$ cat src/rtl/sts_pkg.sv
package sts_pkg;

    // dense token codes
    localparam logic [5:0] TK_END       = 6'd0;
    localparam logic [5:0] TK_ERROR     = 6'd1;
    localparam logic [5:0] TK_LF        = 6'd2;
    localparam logic [5:0] TK_BSL       = 6'd3;
    localparam logic [5:0] TK_DOT       = 6'd4;
    localparam logic [5:0] TK_LB        = 6'd25;
    localparam logic [5:0] TK_LBRB      = 6'd26;
    localparam logic [5:0] TK_LBRB_AS   = 6'd27;
    localparam logic [5:0] TK_RB        = 6'd28;
    localparam logic [5:0] TK_LC        = 6'd29;
    localparam logic [5:0] TK_RC        = 6'd30;
    localparam logic [5:0] TK_LP        = 6'd31;
    localparam logic [5:0] TK_RP        = 6'd32;
    localparam logic [5:0] TK_VBAR      = 6'd33;
    localparam logic [5:0] TK_QUESTION  = 6'd34;
    localparam logic [5:0] TK_COLON     = 6'd35;
    localparam logic [5:0] TK_SEMICOLON = 6'd36;
    localparam logic [5:0] TK_COMMA     = 6'd37;
    localparam logic [5:0] TK_INT       = 6'd38;
    localparam logic [5:0] TK_SCHAR     = 6'd39;
    localparam logic [5:0] TK_SLIT      = 6'd40;
    localparam logic [5:0] TK_TRUE      = 6'd41;
    localparam logic [5:0] TK_IDCHAR    = 6'd43;
    localparam logic [5:0] TK_IDENT     = 6'd44;
    localparam logic [5:0] TK_CALLID    = 6'd45;
    localparam logic [5:0] TK_KW0       = 6'd46;

    localparam int          KW_COUNT = 14;
    localparam logic [3:0]  KW_DEF   = 4'd10;
    localparam logic [3:0]  KW_TRUE  = 4'd12;
    localparam logic [62:0] VAL_MAX  = {63{1'b1}};

    // lexer modes, one-hot
    typedef enum logic [3:0] {
        MODE_BEG   = 4'b0001,
        MODE_FNAME = 4'b0010,
        MODE_DOT   = 4'b0100,
        MODE_END   = 4'b1000
    } mode_t;

    // scan phases, one-hot
    typedef enum logic [17:0] {
        PH_IDLE    = 18'd1 << 0,
        PH_COMMENT = 18'd1 << 1,
        PH_BS      = 18'd1 << 2,
        PH_BS_CR   = 18'd1 << 3,
        PH_OP      = 18'd1 << 4,
        PH_LB1     = 18'd1 << 5,
        PH_LB2     = 18'd1 << 6,
        PH_ZERO    = 18'd1 << 7,
        PH_HEX0    = 18'd1 << 8,
        PH_HEX     = 18'd1 << 9,
        PH_DEC     = 18'd1 << 10,
        PH_PREFIX  = 18'd1 << 11,
        PH_IDENT   = 18'd1 << 12,
        PH_DQ      = 18'd1 << 13,
        PH_DQ_ESC  = 18'd1 << 14,
        PH_SQ1     = 18'd1 << 15,
        PH_SQ2     = 18'd1 << 16,
        PH_TQ      = 18'd1 << 17
    } phase_t;

    // keyword lengths
    function automatic logic [5:0] kw_len(input logic [3:0] k);
        logic [5:0] l;
        case (k)
            4'd0, 4'd6:                          l = 6'd2;
            4'd4, 4'd10:                         l = 6'd3;
            4'd1, 4'd3, 4'd12:                   l = 6'd4;
            4'd8:                                l = 6'd6;
            default:                             l = 6'd5;
        endcase
        return l;
    endfunction

    // keyword character at a position, zero past the end
    function automatic logic [7:0] kw_char(input logic [3:0] k, input logic [2:0] p);
        logic [47:0] txt;
        logic [5:0]  l;
        logic [7:0]  c;
        l = kw_len(k);
        case (k)
            4'd0:    txt = 48'("if");
            4'd1:    txt = 48'("then");
            4'd2:    txt = 48'("elsif");
            4'd3:    txt = 48'("else");
            4'd4:    txt = 48'("end");
            4'd5:    txt = 48'("while");
            4'd6:    txt = 48'("do");
            4'd7:    txt = 48'("break");
            4'd8:    txt = 48'("return");
            4'd9:    txt = 48'("class");
            4'd10:   txt = 48'("def");
            4'd11:   txt = 48'("yield");
            4'd12:   txt = 48'("true");
            default: txt = 48'("false");
        endcase
        if ({3'd0, p} < l)
            c = txt[(l - 6'd1 - {3'd0, p}) * 8 +: 8];
        else
            c = 8'd0;
        return c;
    endfunction

    // base code of an operator byte
    function automatic logic [5:0] op_base(input logic [7:0] op);
        logic [5:0] r;
        case (op)
            8'h2A:   r = 6'd5;
            8'h2F:   r = 6'd7;
            8'h25:   r = 6'd9;
            8'h2B:   r = 6'd11;
            8'h2D:   r = 6'd13;
            8'h3C:   r = 6'd15;
            8'h3E:   r = 6'd18;
            8'h3D:   r = 6'd21;
            default: r = 6'd23;
        endcase
        return r;
    endfunction

    function automatic logic is_ident_char(input logic [7:0] b);
        return (b >= 8'h30 && b <= 8'h39) || (b >= 8'h61 && b <= 8'h7A) ||
               (b >= 8'h41 && b <= 8'h5A) || b == 8'h5F;
    endfunction

endpackage

$ cat src/rtl/script_token_scanner.sv
// script_token_scanner: one source byte per transfer, up to three tokens per byte
// output: the tokens of a byte enter the token queue when the byte is taken, behind any tokens already queued
// throughput: one byte per cycle while each byte yields at most one token and the receiver
// does not stall; bytes yielding more are limited by the single token port, one token per cycle
// reset: asynchronous active low; begin mode, idle phase, line count zero,
// token queue empty, not halted
module script_token_scanner
    import sts_pkg::*;
#(
    parameter int LINE_BITS = 32
)
(
    input  logic                 clk,
    input  logic                 rst_n,
    input  logic                 src_valid,
    output logic                 src_stall,
    input  logic [7:0]           in_byte,
    input  logic                 at_end,
    output logic                 tok_valid,
    input  logic                 tok_stall,
    output logic [5:0]           token_kind,
    output logic [62:0]          token_value,
    output logic [LINE_BITS-1:0] line_number,
    output logic                 is_last
);

    // scanner state
    mode_t                mode_reg, mode_next;
    phase_t               phase_reg, phase_next;
    logic [LINE_BITS-1:0] line_reg, line_next;
    logic [62:0]          acc_reg, acc_next;
    logic [13:0]          mask_reg, mask_next;
    logic [5:0]           len_reg, len_next;
    logic [7:0]           held_reg, held_next;
    logic [1:0]           qrun_reg, qrun_next;
    logic                 halt_reg, halt_next;

    // token queue
    logic [5:0]           q_kind_reg [4];
    logic [62:0]          q_val_reg  [4];
    logic [LINE_BITS-1:0] q_line_reg [4];
    logic                 q_last_reg [4];
    logic [1:0]           wr_reg, rd_reg;
    logic [2:0]           cnt_reg;

    // results of the current byte
    logic [5:0]           rk [3];
    logic [62:0]          rv [3];
    logic [LINE_BITS-1:0] rl [3];
    logic [1:0]           n;

    logic                 take_in, take_out, eoi;
    logic [7:0]           b, esc;
    logic                 do_start;
    logic [13:0]          clr_cur, clr_zero;
    logic                 hit_found;
    logic [3:0]           hit;
    logic                 hex_ok;
    logic [3:0]           hex_d;
    logic [66:0]          a67, t16, t10;
    logic [62:0]          acc16, acc10;

    assign take_in  = src_valid && !src_stall;
    assign take_out = tok_valid && !tok_stall;
    assign src_stall = cnt_reg > 3'd1;
    assign tok_valid = cnt_reg != 3'd0;

    assign b   = in_byte;
    assign eoi = at_end || b == 8'h00 || b == 8'h04 || b == 8'h1A || b == 8'hFF;

    // keyword mask updates and keyword hit
    always_comb
    begin
        hit_found = 1'b0;
        hit       = 4'd0;
        for (int k = 0; k < KW_COUNT; k++)
        begin
            clr_cur[k]  = (len_reg >= kw_len(4'(k))) || (kw_char(4'(k), len_reg[2:0]) != b);
            clr_zero[k] = kw_char(4'(k), 3'd0) != b;
            if (mask_reg[k] && kw_len(4'(k)) == len_reg)
            begin
                hit_found = 1'b1;
                hit       = 4'(k);
            end
        end
    end

    // hex digit decode
    always_comb
    begin
        hex_ok = 1'b1;
        hex_d  = 4'd0;
        if (b >= 8'h30 && b <= 8'h39)
            hex_d = 4'(b - 8'h30);
        else if (b >= 8'h61 && b <= 8'h66)
            hex_d = 4'(b - 8'h57);
        else if (b >= 8'h41 && b <= 8'h46)
            hex_d = 4'(b - 8'h37);
        else
            hex_ok = 1'b0;
    end

    // saturating accumulate
    assign a67   = {4'd0, acc_reg};
    assign t16   = (a67 << 4) + {63'd0, hex_d};
    assign t10   = (a67 << 3) + (a67 << 1) + {63'd0, 4'(b - 8'h30)};
    assign acc16 = (t16 > {4'd0, VAL_MAX}) ? VAL_MAX : t16[62:0];
    assign acc10 = (t10 > {4'd0, VAL_MAX}) ? VAL_MAX : t10[62:0];

    // escape mapping
    always_comb
    begin
        case (b)
            8'h62:   esc = 8'h08;
            8'h74:   esc = 8'h09;
            8'h6E:   esc = 8'h0A;
            8'h76:   esc = 8'h0B;
            8'h66:   esc = 8'h0C;
            8'h72:   esc = 8'h0D;
            default: esc = b;
        endcase
    end

    // one step of the scanner
    always_comb
    begin
        mode_next  = mode_reg;
        phase_next = phase_reg;
        line_next  = line_reg;
        acc_next   = acc_reg;
        mask_next  = mask_reg;
        len_next   = len_reg;
        held_next  = held_reg;
        qrun_next  = qrun_reg;
        halt_next  = halt_reg;
        n          = 2'd0;
        do_start   = 1'b0;
        for (int i = 0; i < 3; i++)
        begin
            rk[i] = TK_END;
            rv[i] = '0;
            rl[i] = line_reg;
        end

        if (!halt_reg)
        begin
            if (eoi)
            begin
                // end of input: close pending token then END, or ERROR and halt if it cannot be closed
                unique case (phase_reg)
                    PH_OP:
                    begin
                        rk[n] = op_base(held_reg); rl[n] = line_next; n = n + 2'd1;
                        mode_next = MODE_BEG;
                    end
                    PH_LB1:
                    begin
                        rk[n] = TK_LB; rl[n] = line_next; n = n + 2'd1;
                        mode_next = MODE_BEG;
                    end
                    PH_LB2:
                    begin
                        rk[n] = TK_LBRB; rl[n] = line_next; n = n + 2'd1;
                        mode_next = MODE_END;
                    end
                    PH_ZERO:
                    begin
                        rk[n] = TK_INT; rl[n] = line_next; n = n + 2'd1;
                    end
                    PH_HEX, PH_DEC:
                    begin
                        rk[n] = TK_INT; rv[n] = acc_reg; rl[n] = line_next; n = n + 2'd1;
                    end
                    PH_IDENT:
                    begin
                        if (!hit_found)
                        begin
                            rk[n] = TK_IDENT; mode_next = MODE_END;
                        end
                        else if (hit >= KW_TRUE)
                        begin
                            rk[n] = TK_TRUE + {2'd0, hit - KW_TRUE}; mode_next = MODE_END;
                        end
                        else if (mode_next == MODE_DOT)
                        begin
                            rk[n] = TK_IDENT; mode_next = MODE_END;
                        end
                        else
                        begin
                            rk[n] = TK_KW0 + {2'd0, hit};
                            mode_next = (hit == KW_DEF) ? MODE_FNAME : MODE_END;
                        end
                        rl[n] = line_next; n = n + 2'd1;
                    end
                    PH_BS, PH_BS_CR:
                    begin
                        rk[n] = TK_BSL; rl[n] = line_next; n = n + 2'd1;
                    end
                    PH_IDLE, PH_COMMENT:
                    begin
                    end
                    default:
                    begin
                        halt_next = 1'b1;
                    end
                endcase
                if (halt_next)
                begin
                    rk[n] = TK_ERROR; rl[n] = line_next; n = n + 2'd1;
                end
                else
                begin
                    rk[n] = TK_END; rl[n] = line_next; n = n + 2'd1;
                    qrun_next = 2'd0;
                end
                phase_next = PH_IDLE;
            end
            else
            begin
                unique case (phase_reg)
                    PH_COMMENT:
                    begin
                        if (b == 8'h0A)
                            do_start = 1'b1;
                    end
                    PH_BS, PH_BS_CR:
                    begin
                        if (b == 8'h0A)
                        begin
                            line_next  = line_next + LINE_BITS'(1);
                            phase_next = PH_IDLE;
                        end
                        else if (b == 8'h0D && phase_reg == PH_BS)
                            phase_next = PH_BS_CR;
                        else
                        begin
                            rk[n] = TK_BSL; rl[n] = line_next; n = n + 2'd1;
                            do_start = 1'b1;
                        end
                    end
                    PH_OP:
                    begin
                        mode_next  = MODE_BEG;
                        phase_next = PH_IDLE;
                        if (b == 8'h3D)
                            rk[n] = op_base(held_reg) + 6'd1;
                        else if ((held_reg == 8'h3C || held_reg == 8'h3E) && b == held_reg)
                            rk[n] = op_base(held_reg) + 6'd2;
                        else
                        begin
                            rk[n] = op_base(held_reg);
                            do_start = 1'b1;
                        end
                        rl[n] = line_next; n = n + 2'd1;
                    end
                    PH_LB1:
                    begin
                        if (b == 8'h5D)
                            phase_next = PH_LB2;
                        else
                        begin
                            rk[n] = TK_LB; rl[n] = line_next; n = n + 2'd1;
                            mode_next = MODE_BEG;
                            do_start  = 1'b1;
                        end
                    end
                    PH_LB2:
                    begin
                        mode_next  = MODE_END;
                        phase_next = PH_IDLE;
                        if (b == 8'h3D)
                            rk[n] = TK_LBRB_AS;
                        else
                        begin
                            rk[n] = TK_LBRB;
                            do_start = 1'b1;
                        end
                        rl[n] = line_next; n = n + 2'd1;
                    end
                    PH_ZERO:
                    begin
                        if (b == 8'h78)
                        begin
                            acc_next   = '0;
                            phase_next = PH_HEX0;
                        end
                        else
                        begin
                            rk[n] = TK_INT; rl[n] = line_next; n = n + 2'd1;
                            do_start = 1'b1;
                        end
                    end
                    PH_HEX0, PH_HEX:
                    begin
                        if (hex_ok)
                        begin
                            acc_next   = acc16;
                            phase_next = PH_HEX;
                        end
                        else if (phase_reg == PH_HEX0)
                        begin
                            rk[n] = TK_ERROR; rl[n] = line_next; n = n + 2'd1;
                            halt_next  = 1'b1;
                            phase_next = PH_IDLE;
                        end
                        else
                        begin
                            rk[n] = TK_INT; rv[n] = acc_reg; rl[n] = line_next; n = n + 2'd1;
                            do_start = 1'b1;
                        end
                    end
                    PH_DEC:
                    begin
                        if (b >= 8'h30 && b <= 8'h39)
                            acc_next = acc10;
                        else
                        begin
                            rk[n] = TK_INT; rv[n] = acc_reg; rl[n] = line_next; n = n + 2'd1;
                            do_start = 1'b1;
                        end
                    end
                    PH_PREFIX:
                    begin
                        if (is_ident_char(b))
                        begin
                            mask_next = mask_reg & ~clr_cur;
                            len_next  = (len_reg < 6'd63) ? len_reg + 6'd1 : len_reg;
                            rk[n] = TK_IDCHAR; rv[n] = {55'd0, b}; rl[n] = line_next;
                            n = n + 2'd1;
                            phase_next = PH_IDENT;
                        end
                        else
                        begin
                            rk[n] = TK_ERROR; rl[n] = line_next; n = n + 2'd1;
                            halt_next  = 1'b1;
                            phase_next = PH_IDLE;
                        end
                    end
                    PH_IDENT:
                    begin
                        if (is_ident_char(b))
                        begin
                            mask_next = mask_reg & ~clr_cur;
                            len_next  = (len_reg < 6'd63) ? len_reg + 6'd1 : len_reg;
                            rk[n] = TK_IDCHAR; rv[n] = {55'd0, b}; rl[n] = line_next;
                            n = n + 2'd1;
                        end
                        else if (b == 8'h21 || b == 8'h3F)
                        begin
                            rk[n] = TK_IDCHAR; rv[n] = {55'd0, b}; rl[n] = line_next;
                            n = n + 2'd1;
                            rk[n] = TK_CALLID; rl[n] = line_next; n = n + 2'd1;
                            mode_next  = MODE_END;
                            phase_next = PH_IDLE;
                        end
                        else
                        begin
                            // close the identifier, keyword or literal
                            if (!hit_found)
                            begin
                                rk[n] = TK_IDENT; mode_next = MODE_END;
                            end
                            else if (hit >= KW_TRUE)
                            begin
                                rk[n] = TK_TRUE + {2'd0, hit - KW_TRUE}; mode_next = MODE_END;
                            end
                            else if (mode_reg == MODE_DOT)
                            begin
                                rk[n] = TK_IDENT; mode_next = MODE_END;
                            end
                            else
                            begin
                                rk[n] = TK_KW0 + {2'd0, hit};
                                mode_next = (hit == KW_DEF) ? MODE_FNAME : MODE_END;
                            end
                            rl[n] = line_next; n = n + 2'd1;
                            do_start = 1'b1;
                        end
                    end
                    PH_DQ:
                    begin
                        if (b == 8'h5C)
                            phase_next = PH_DQ_ESC;
                        else if (b == 8'h22)
                        begin
                            rk[n] = TK_SLIT; rl[n] = line_next; n = n + 2'd1;
                            phase_next = PH_IDLE;
                        end
                        else
                        begin
                            rk[n] = TK_SCHAR; rv[n] = {55'd0, b}; rl[n] = line_next;
                            n = n + 2'd1;
                        end
                    end
                    PH_DQ_ESC:
                    begin
                        rk[n] = TK_SCHAR; rv[n] = {55'd0, esc}; rl[n] = line_next;
                        n = n + 2'd1;
                        phase_next = PH_DQ;
                    end
                    PH_SQ1, PH_SQ2:
                    begin
                        if (b != 8'h27)
                        begin
                            rk[n] = TK_ERROR; rl[n] = line_next; n = n + 2'd1;
                            halt_next  = 1'b1;
                            phase_next = PH_IDLE;
                        end
                        else if (phase_reg == PH_SQ1)
                            phase_next = PH_SQ2;
                        else
                        begin
                            phase_next = PH_TQ;
                            qrun_next  = 2'd0;
                        end
                    end
                    PH_TQ:
                    begin
                        if (b == 8'h27)
                        begin
                            if (qrun_reg >= 2'd2)
                            begin
                                rk[n] = TK_SLIT; rl[n] = line_next; n = n + 2'd1;
                                qrun_next  = 2'd0;
                                phase_next = PH_IDLE;
                            end
                            else
                                qrun_next = qrun_reg + 2'd1;
                        end
                        else
                        begin
                            // flush held quotes, then the byte
                            if (qrun_reg >= 2'd1)
                            begin
                                rk[n] = TK_SCHAR; rv[n] = 63'h27; rl[n] = line_next;
                                n = n + 2'd1;
                            end
                            if (qrun_reg >= 2'd2)
                            begin
                                rk[n] = TK_SCHAR; rv[n] = 63'h27; rl[n] = line_next;
                                n = n + 2'd1;
                            end
                            qrun_next = 2'd0;
                            if (b == 8'h0A)
                                line_next = line_next + LINE_BITS'(1);
                            rk[n] = TK_SCHAR; rv[n] = {55'd0, b}; rl[n] = line_next;
                            n = n + 2'd1;
                        end
                    end
                    default:
                    begin
                        do_start = 1'b1;
                    end
                endcase

                // scan the byte as the start of a token
                if (do_start)
                begin
                    phase_next = PH_IDLE;
                    case (b) inside
                        8'h20, 8'h09, 8'h0C, 8'h0D, 8'h0B:
                        begin
                        end
                        8'h23: phase_next = PH_COMMENT;
                        8'h0A:
                        begin
                            line_next = line_next + LINE_BITS'(1);
                            if (mode_next == MODE_END)
                            begin
                                rk[n] = TK_LF; rl[n] = line_next; n = n + 2'd1;
                                mode_next = MODE_BEG;
                            end
                        end
                        8'h5C: phase_next = PH_BS;
                        8'h22:
                        begin
                            mode_next = MODE_END; phase_next = PH_DQ;
                        end
                        8'h27:
                        begin
                            mode_next = MODE_END; phase_next = PH_SQ1;
                        end
                        8'h2E:
                        begin
                            rk[n] = TK_DOT; rl[n] = line_next; n = n + 2'd1;
                            mode_next = MODE_DOT;
                        end
                        8'h2A, 8'h2F, 8'h25, 8'h2B, 8'h2D, 8'h3C, 8'h3E, 8'h3D, 8'h21:
                        begin
                            held_next = b; phase_next = PH_OP;
                        end
                        8'h5B:
                        begin
                            if (mode_next == MODE_FNAME || mode_next == MODE_DOT)
                                phase_next = PH_LB1;
                            else
                            begin
                                rk[n] = TK_LB; rl[n] = line_next; n = n + 2'd1;
                                mode_next = MODE_BEG;
                            end
                        end
                        8'h7B, 8'h7C, 8'h28, 8'h3F, 8'h3A, 8'h3B, 8'h2C:
                        begin
                            case (b)
                                8'h7B:   rk[n] = TK_LC;
                                8'h7C:   rk[n] = TK_VBAR;
                                8'h28:   rk[n] = TK_LP;
                                8'h3F:   rk[n] = TK_QUESTION;
                                8'h3A:   rk[n] = TK_COLON;
                                8'h3B:   rk[n] = TK_SEMICOLON;
                                default: rk[n] = TK_COMMA;
                            endcase
                            rl[n] = line_next; n = n + 2'd1;
                            mode_next = MODE_BEG;
                        end
                        8'h5D, 8'h7D, 8'h29:
                        begin
                            case (b)
                                8'h5D:   rk[n] = TK_RB;
                                8'h7D:   rk[n] = TK_RC;
                                default: rk[n] = TK_RP;
                            endcase
                            rl[n] = line_next; n = n + 2'd1;
                            mode_next = MODE_END;
                        end
                        8'h30:
                        begin
                            mode_next = MODE_END; phase_next = PH_ZERO;
                        end
                        8'h40, 8'h24:
                        begin
                            rk[n] = TK_IDCHAR; rv[n] = {55'd0, b}; rl[n] = line_next;
                            n = n + 2'd1;
                            mask_next  = '0;
                            len_next   = '0;
                            phase_next = PH_PREFIX;
                        end
                        [8'h31:8'h39]:
                        begin
                            mode_next  = MODE_END;
                            acc_next   = {59'd0, 4'(b - 8'h30)};
                            phase_next = PH_DEC;
                        end
                        default:
                        begin
                            if (is_ident_char(b))
                            begin
                                mask_next = ~clr_zero;
                                len_next  = 6'd1;
                                rk[n] = TK_IDCHAR; rv[n] = {55'd0, b}; rl[n] = line_next;
                                n = n + 2'd1;
                                phase_next = PH_IDENT;
                            end
                            else
                            begin
                                rk[n] = TK_ERROR; rl[n] = line_next; n = n + 2'd1;
                                halt_next = 1'b1;
                            end
                        end
                    endcase
                end
            end
        end
    end

    // scanner state registers
    always_ff @(posedge clk or negedge rst_n)
    begin
        if (!rst_n)
        begin
            mode_reg  <= MODE_BEG;
            phase_reg <= PH_IDLE;
            line_reg  <= '0;
            acc_reg   <= '0;
            mask_reg  <= '1;
            len_reg   <= '0;
            held_reg  <= '0;
            qrun_reg  <= '0;
            halt_reg  <= 1'b0;
        end
        else if (take_in)
        begin
            mode_reg  <= mode_next;
            phase_reg <= phase_next;
            line_reg  <= line_next;
            acc_reg   <= acc_next;
            mask_reg  <= mask_next;
            len_reg   <= len_next;
            held_reg  <= held_next;
            qrun_reg  <= qrun_next;
            halt_reg  <= halt_next;
        end
    end

    // queue pointers and fill count
    always_ff @(posedge clk or negedge rst_n)
    begin
        if (!rst_n)
        begin
            wr_reg  <= '0;
            rd_reg  <= '0;
            cnt_reg <= '0;
        end
        else
        begin
            if (take_in)
                wr_reg <= wr_reg + n;
            if (take_out)
                rd_reg <= rd_reg + 2'd1;
            cnt_reg <= cnt_reg + (take_in ? {1'b0, n} : 3'd0) - (take_out ? 3'd1 : 3'd0);
        end
    end

    // queue payload
    always_ff @(posedge clk)
    begin
        if (take_in)
        begin
            for (int i = 0; i < 3; i++)
            begin
                if (2'(i) < n)
                begin
                    q_kind_reg[wr_reg + 2'(i)] <= rk[i];
                    q_val_reg[wr_reg + 2'(i)]  <= rv[i];
                    q_line_reg[wr_reg + 2'(i)] <= rl[i];
                    q_last_reg[wr_reg + 2'(i)] <= (2'(i) == n - 2'd1);
                end
            end
        end
    end

    assign token_kind  = q_kind_reg[rd_reg];
    assign token_value = q_val_reg[rd_reg];
    assign line_number = q_line_reg[rd_reg];
    assign is_last     = q_last_reg[rd_reg];

endmodule

$ cat config.mk
export PLATFORM = sky130hd
export DESIGN_NAME = script_token_scanner
export DESIGN_NICKNAME = d
export VERILOG_FILES = /design/src/rtl/sts_pkg.sv /design/src/rtl/script_token_scanner.sv
export SDC_FILE = /design/constraint.sdc
export NUM_CORES = 2
export LEC_CHECK = 0
export BUFFER_PORTS_ARGS = -buffer_cell sky130_fd_sc_hd__buf_2
export CAP_MARGIN = 10
export CORE_ASPECT_RATIO = 0.8
export CORE_MARGIN = 3
export CORE_UTILIZATION = 50
export CTS_CLUSTER_DIAMETER = 60
export DETAILED_ROUTE_END_ITERATION = 16
export PLACE_DENSITY = 0.65
export SETUP_SLACK_MARGIN = 0.02
export SLEW_MARGIN = 25
export SYNTH_ARGS = -nofsm -noshare
export SYNTH_HDL_FRONTEND = slang
export SYNTH_SLANG_ARGS = --single-unit
$ cat constraint.sdc
create_clock -name clk -period 14.56 [get_ports clk]
set_clock_uncertainty 0.2 [all_clocks]
set_input_delay 2.184 -clock clk [delete_from_list [all_inputs] [get_ports clk]]
set_output_delay 2.184 -clock clk [all_outputs]
set_load 0.005 [all_outputs]
==> metrics.md <==
| Metric | Value |
|---|---|
| PwrDens | 78.1 mW/mm² |
| Largest net degree at the start of global routing | between 60 and 70 |
| Vias in the first global route | 42,500 |
| WL final | ~210 mm |
| Die W | between 300 and 400 µm |
| Num rows | 99 |
| Postcts setup bufs | 0 |
| Unrepaired setup endpoints after global routing | false |
| Synth area leaders | edfxtp_1, dfrtp_1, nor2_1, mux4_2, nand2_1 |
| GRT overflow | 0 |
| Post-synth EDFFs | just over 400 |
| Hold-fix buffers, CTS | 0 |
| Final Hold Fails | 0 |
| CTS Buffer Depth | 3 |
| Leakage Power | between 15 and 20 nW |
| GPL Wtd Cong | 1.05 |
| Worst Reg-to-Reg Cells | 20 |
| FF/Latch Area | roughly 0.016 mm² |
| Final core occ | around 55% |
| Post-Place Worst Slack | between 3 and 4 ns |
| Initial DRC Count | 7,456 |
| Hold WC Path Type | flip-flop to flip-flop |
| Max Clk Rate | between 90 and 100 MHz |
| Max Cap Violations | 0 |
| Post-synth top cells | nor2_1, nand2_1, edfxtp_1 |
| Most common cell in the netlist | nor2_1 |
| Area grow syn2layout | 8.76% |
| CTS tree | built |
| Die ar. | approximately 0.097 mm² |
| GR peak layer | met1 |
| Yosys cell types | 112 |
| Worst R2R End | q_val_reg[3][44] |
| Clk Latency, worst-skew pair | 0.68 ns |
| Fin crit share | approximately 70% |
| Relative slew slack | between 15 and 20% |
| CTS root buf | clkbuf_16 |
| Worst R2R Start | len_reg[1] |
| Port bufs | around 120 |
| R2r setup slk | about 5.3 ns |
| Clock slew at reported path FFs | 0.06 ns |
| Global Route met1 Usage | about three fifths |
| Die Span Y | around 280 µm |
| Crit end category | flip-flop |
| Via Count | 46,700 |
| Antenna violation net count after detailed routing | 0 |
| Hold path depth | 1 |
| Post-DR vias/cell | around 7.1 |
| WS Path Type | input pin to flip-flop |
| Met3 Track Usage GR | 13.9% |
| Final hold slack | approximately 0.26 ns |
| Core ar. | between 0.09 and 0.1 mm² |
| Max FO, Critical Path | between 50 and 60 |
| Slew Limit Fails | 0 |
| Netlist Area Pre-Place | between 0.04 and 0.05 mm² |
| Largest register FFs | 252 |
| Share of layout cells above drive strength 1 | roughly an eighth |
| Gr usage total | 42.0% |
| Total Power | slightly below 4 mW |
| Synthesized flop and latch total | ~560 |
| Final min period | between 10 and 15 ns |
| Hold endpoint | held_reg[5] |
| Top FF cell, synth | edfxtp_1 |
| Sink Count | about 560 |
| Yosys Warn Count | 0 |
| Sequential-to-total area share from yosys stat | 34.6% |
| Ports | ~120 |
| Slew @ Worst Pin | 1.25 ns |
| Area of the multi-input gates | 0.0287 mm² |
| Setup TNS | 0 ns |
| Leading area contributor after synthesis | edfxtp_1 |
| Routing usage on met2 | between 50% and 60% |
| Post-synthesis async set-or-reset flop share | between 20% and 30% |
| Worst Path Arrival | around 10 ns |
| Syn avg cell area | approximately 8.7 µm² |
| Post-route DRC violation count | 0 |
| HPWL Detailed | between 150 and 200 mm |
| Mapped Cells | about 5,400 |
| Initial antenna violation count | 8 |
| VDD IR-drop max | between 0.00008 and 0.00009 V |
| Setup violators final | 0 |
| First-pass DRT Iterations | 8 |
| Hold Path Origin | held_reg[5] |
| Nets | between 5,000 and 6,000 |
| Post-DR wirelength/cell | 32.0 µm |
| Global-route wire length before repair | around 300 mm |
| Post-synthesis net count | ~5,500 |
| Initial Util | 50.8% |
| Synth top area share | 26.3% |
| Htree depth | 3 |
| Startpoint types | input pin |
| Cts bufs inserted | 69 |
| Resize count post-CTS | 0 |
| Setup slack after layout | 4.47 ns |
| Status | finished, final reports clean |
| Worst path required time | about 15 ns |
| Fillcell total | around 8,300 |
## per-stage QoR
step,cells,cell area [µm²]
floorplan,5368,46600
global placement,6434,48400
detailed placement,6435,48400
CTS,6561,50700
global route,6562,50700
finish,6565,50700
## worst max-delay path by stage
stage / start / end / slack, ns / depth (start not counted)
detailed placement: in_byte[1] / q_line_reg[3][13] / 3.85 / 20
CTS: in_byte[1] / q_line_reg[3][30] / 4.54 / 20
global route: in_byte[1] / q_val_reg[3][43] / 4.21 / 17
finish: in_byte[1] / q_val_reg[3][44] / 4.47 / 17
global placement: in_byte[1] / q_val_reg[3][44] / 3.99 / 20
floorplan: in_byte[1] / q_kind_reg[0][0] / 3.04 / 15
## report_power, final
| group | internal, mW | switching [mW] |
|---|---|---|
| Sequential | 1.71 | 0.0482 |
| Combinational | 0.192 | 0.278 |
| Clock | 0.964 | 0.768 |
| Total | 2.87 | 1.09 |
## critical path, stage by stage
cell      delay [ns]
buf_2           0.08
buf_4           0.38
clkinv_1        0.45
ha_1            0.48
or4b_1          0.54
o21a_1          0.24
a21oi_1         0.65
mux2i_1         0.42
a22oi_2         0.79
mux2i_4         0.53
nor3_1          0.09
o21ai_0         0.27
a21o_1          0.61
nand2_2         0.74
o211ai_1        0.38
buf_4           0.44
buf_4           0.76
## placed cells by master, fill, tap and decap left out, types with 23 or more instances in the layout
master / netlist / routed
a211oi_1: 42 / 41
a21o_1: 55 / 54
a21oi_1: 388 / 385
a221oi_1: 26 / 25
a22oi_1: 28 / 28
a31oi_1: 85 / 85
and2_1: 28 / 28
and3_1: 43 / 43
buf_2: 65 / 116
buf_4: 15 / 156
clkbuf_16: 0 / 70
dfrtp_1: 139 / 137
edfxtp_1: 408 / 408
ha_1: 160 / 160
inv_1: 85 / 85
mux2_2: 54 / 54
mux2i_1: 201 / 201
mux4_2: 102 / 102
nand2_1: 567 / 558
nand2b_1: 24 / 24
nand3_1: 174 / 169
nand4_1: 85 / 85
nor2_1: 716 / 706
nor2b_1: 26 / 26
nor3_1: 138 / 133
nor4_1: 55 / 48
o211ai_1: 81 / 81
o21ai_0: 337 / 334
o21bai_1: 26 / 26
o221ai_1: 76 / 76
o22ai_1: 46 / 46
o31ai_1: 45 / 45
or3_1: 37 / 37
or4_1: 24 / 23
xnor2_1: 173 / 173
xor2_1: 74 / 74
## area by class of cell
class,instances,area share [%]
clock inverter,38,0.829
tap,1212,2.99
sequential,563,31.9
clock buffer,88,3.59
multi-input combinational,4297,56.6
timing repair buffer,274,3.50
antenna,3,0.0148
inverter,90,0.666
## kinds of logic after synthesis
kind of cell	share of synthesized area [%]
adder cells (fa/ha/maj)	4.42
AO/OA/AOI/OAI	20.9
multiplexers	10.6
buffers and inverters	4.45
AND/OR/NAND/NOR	20.4
flip-flops	34.6
XOR/XNOR	4.67
## layer usage
metal  up-vias  wire length [µm]
li1      20100                 -
met1     22700             86200
met2      3395             82000
met3       556             29800
met4         8             11900
met5         -                53
Note: power is estimated with default switching activity, not from simulation.
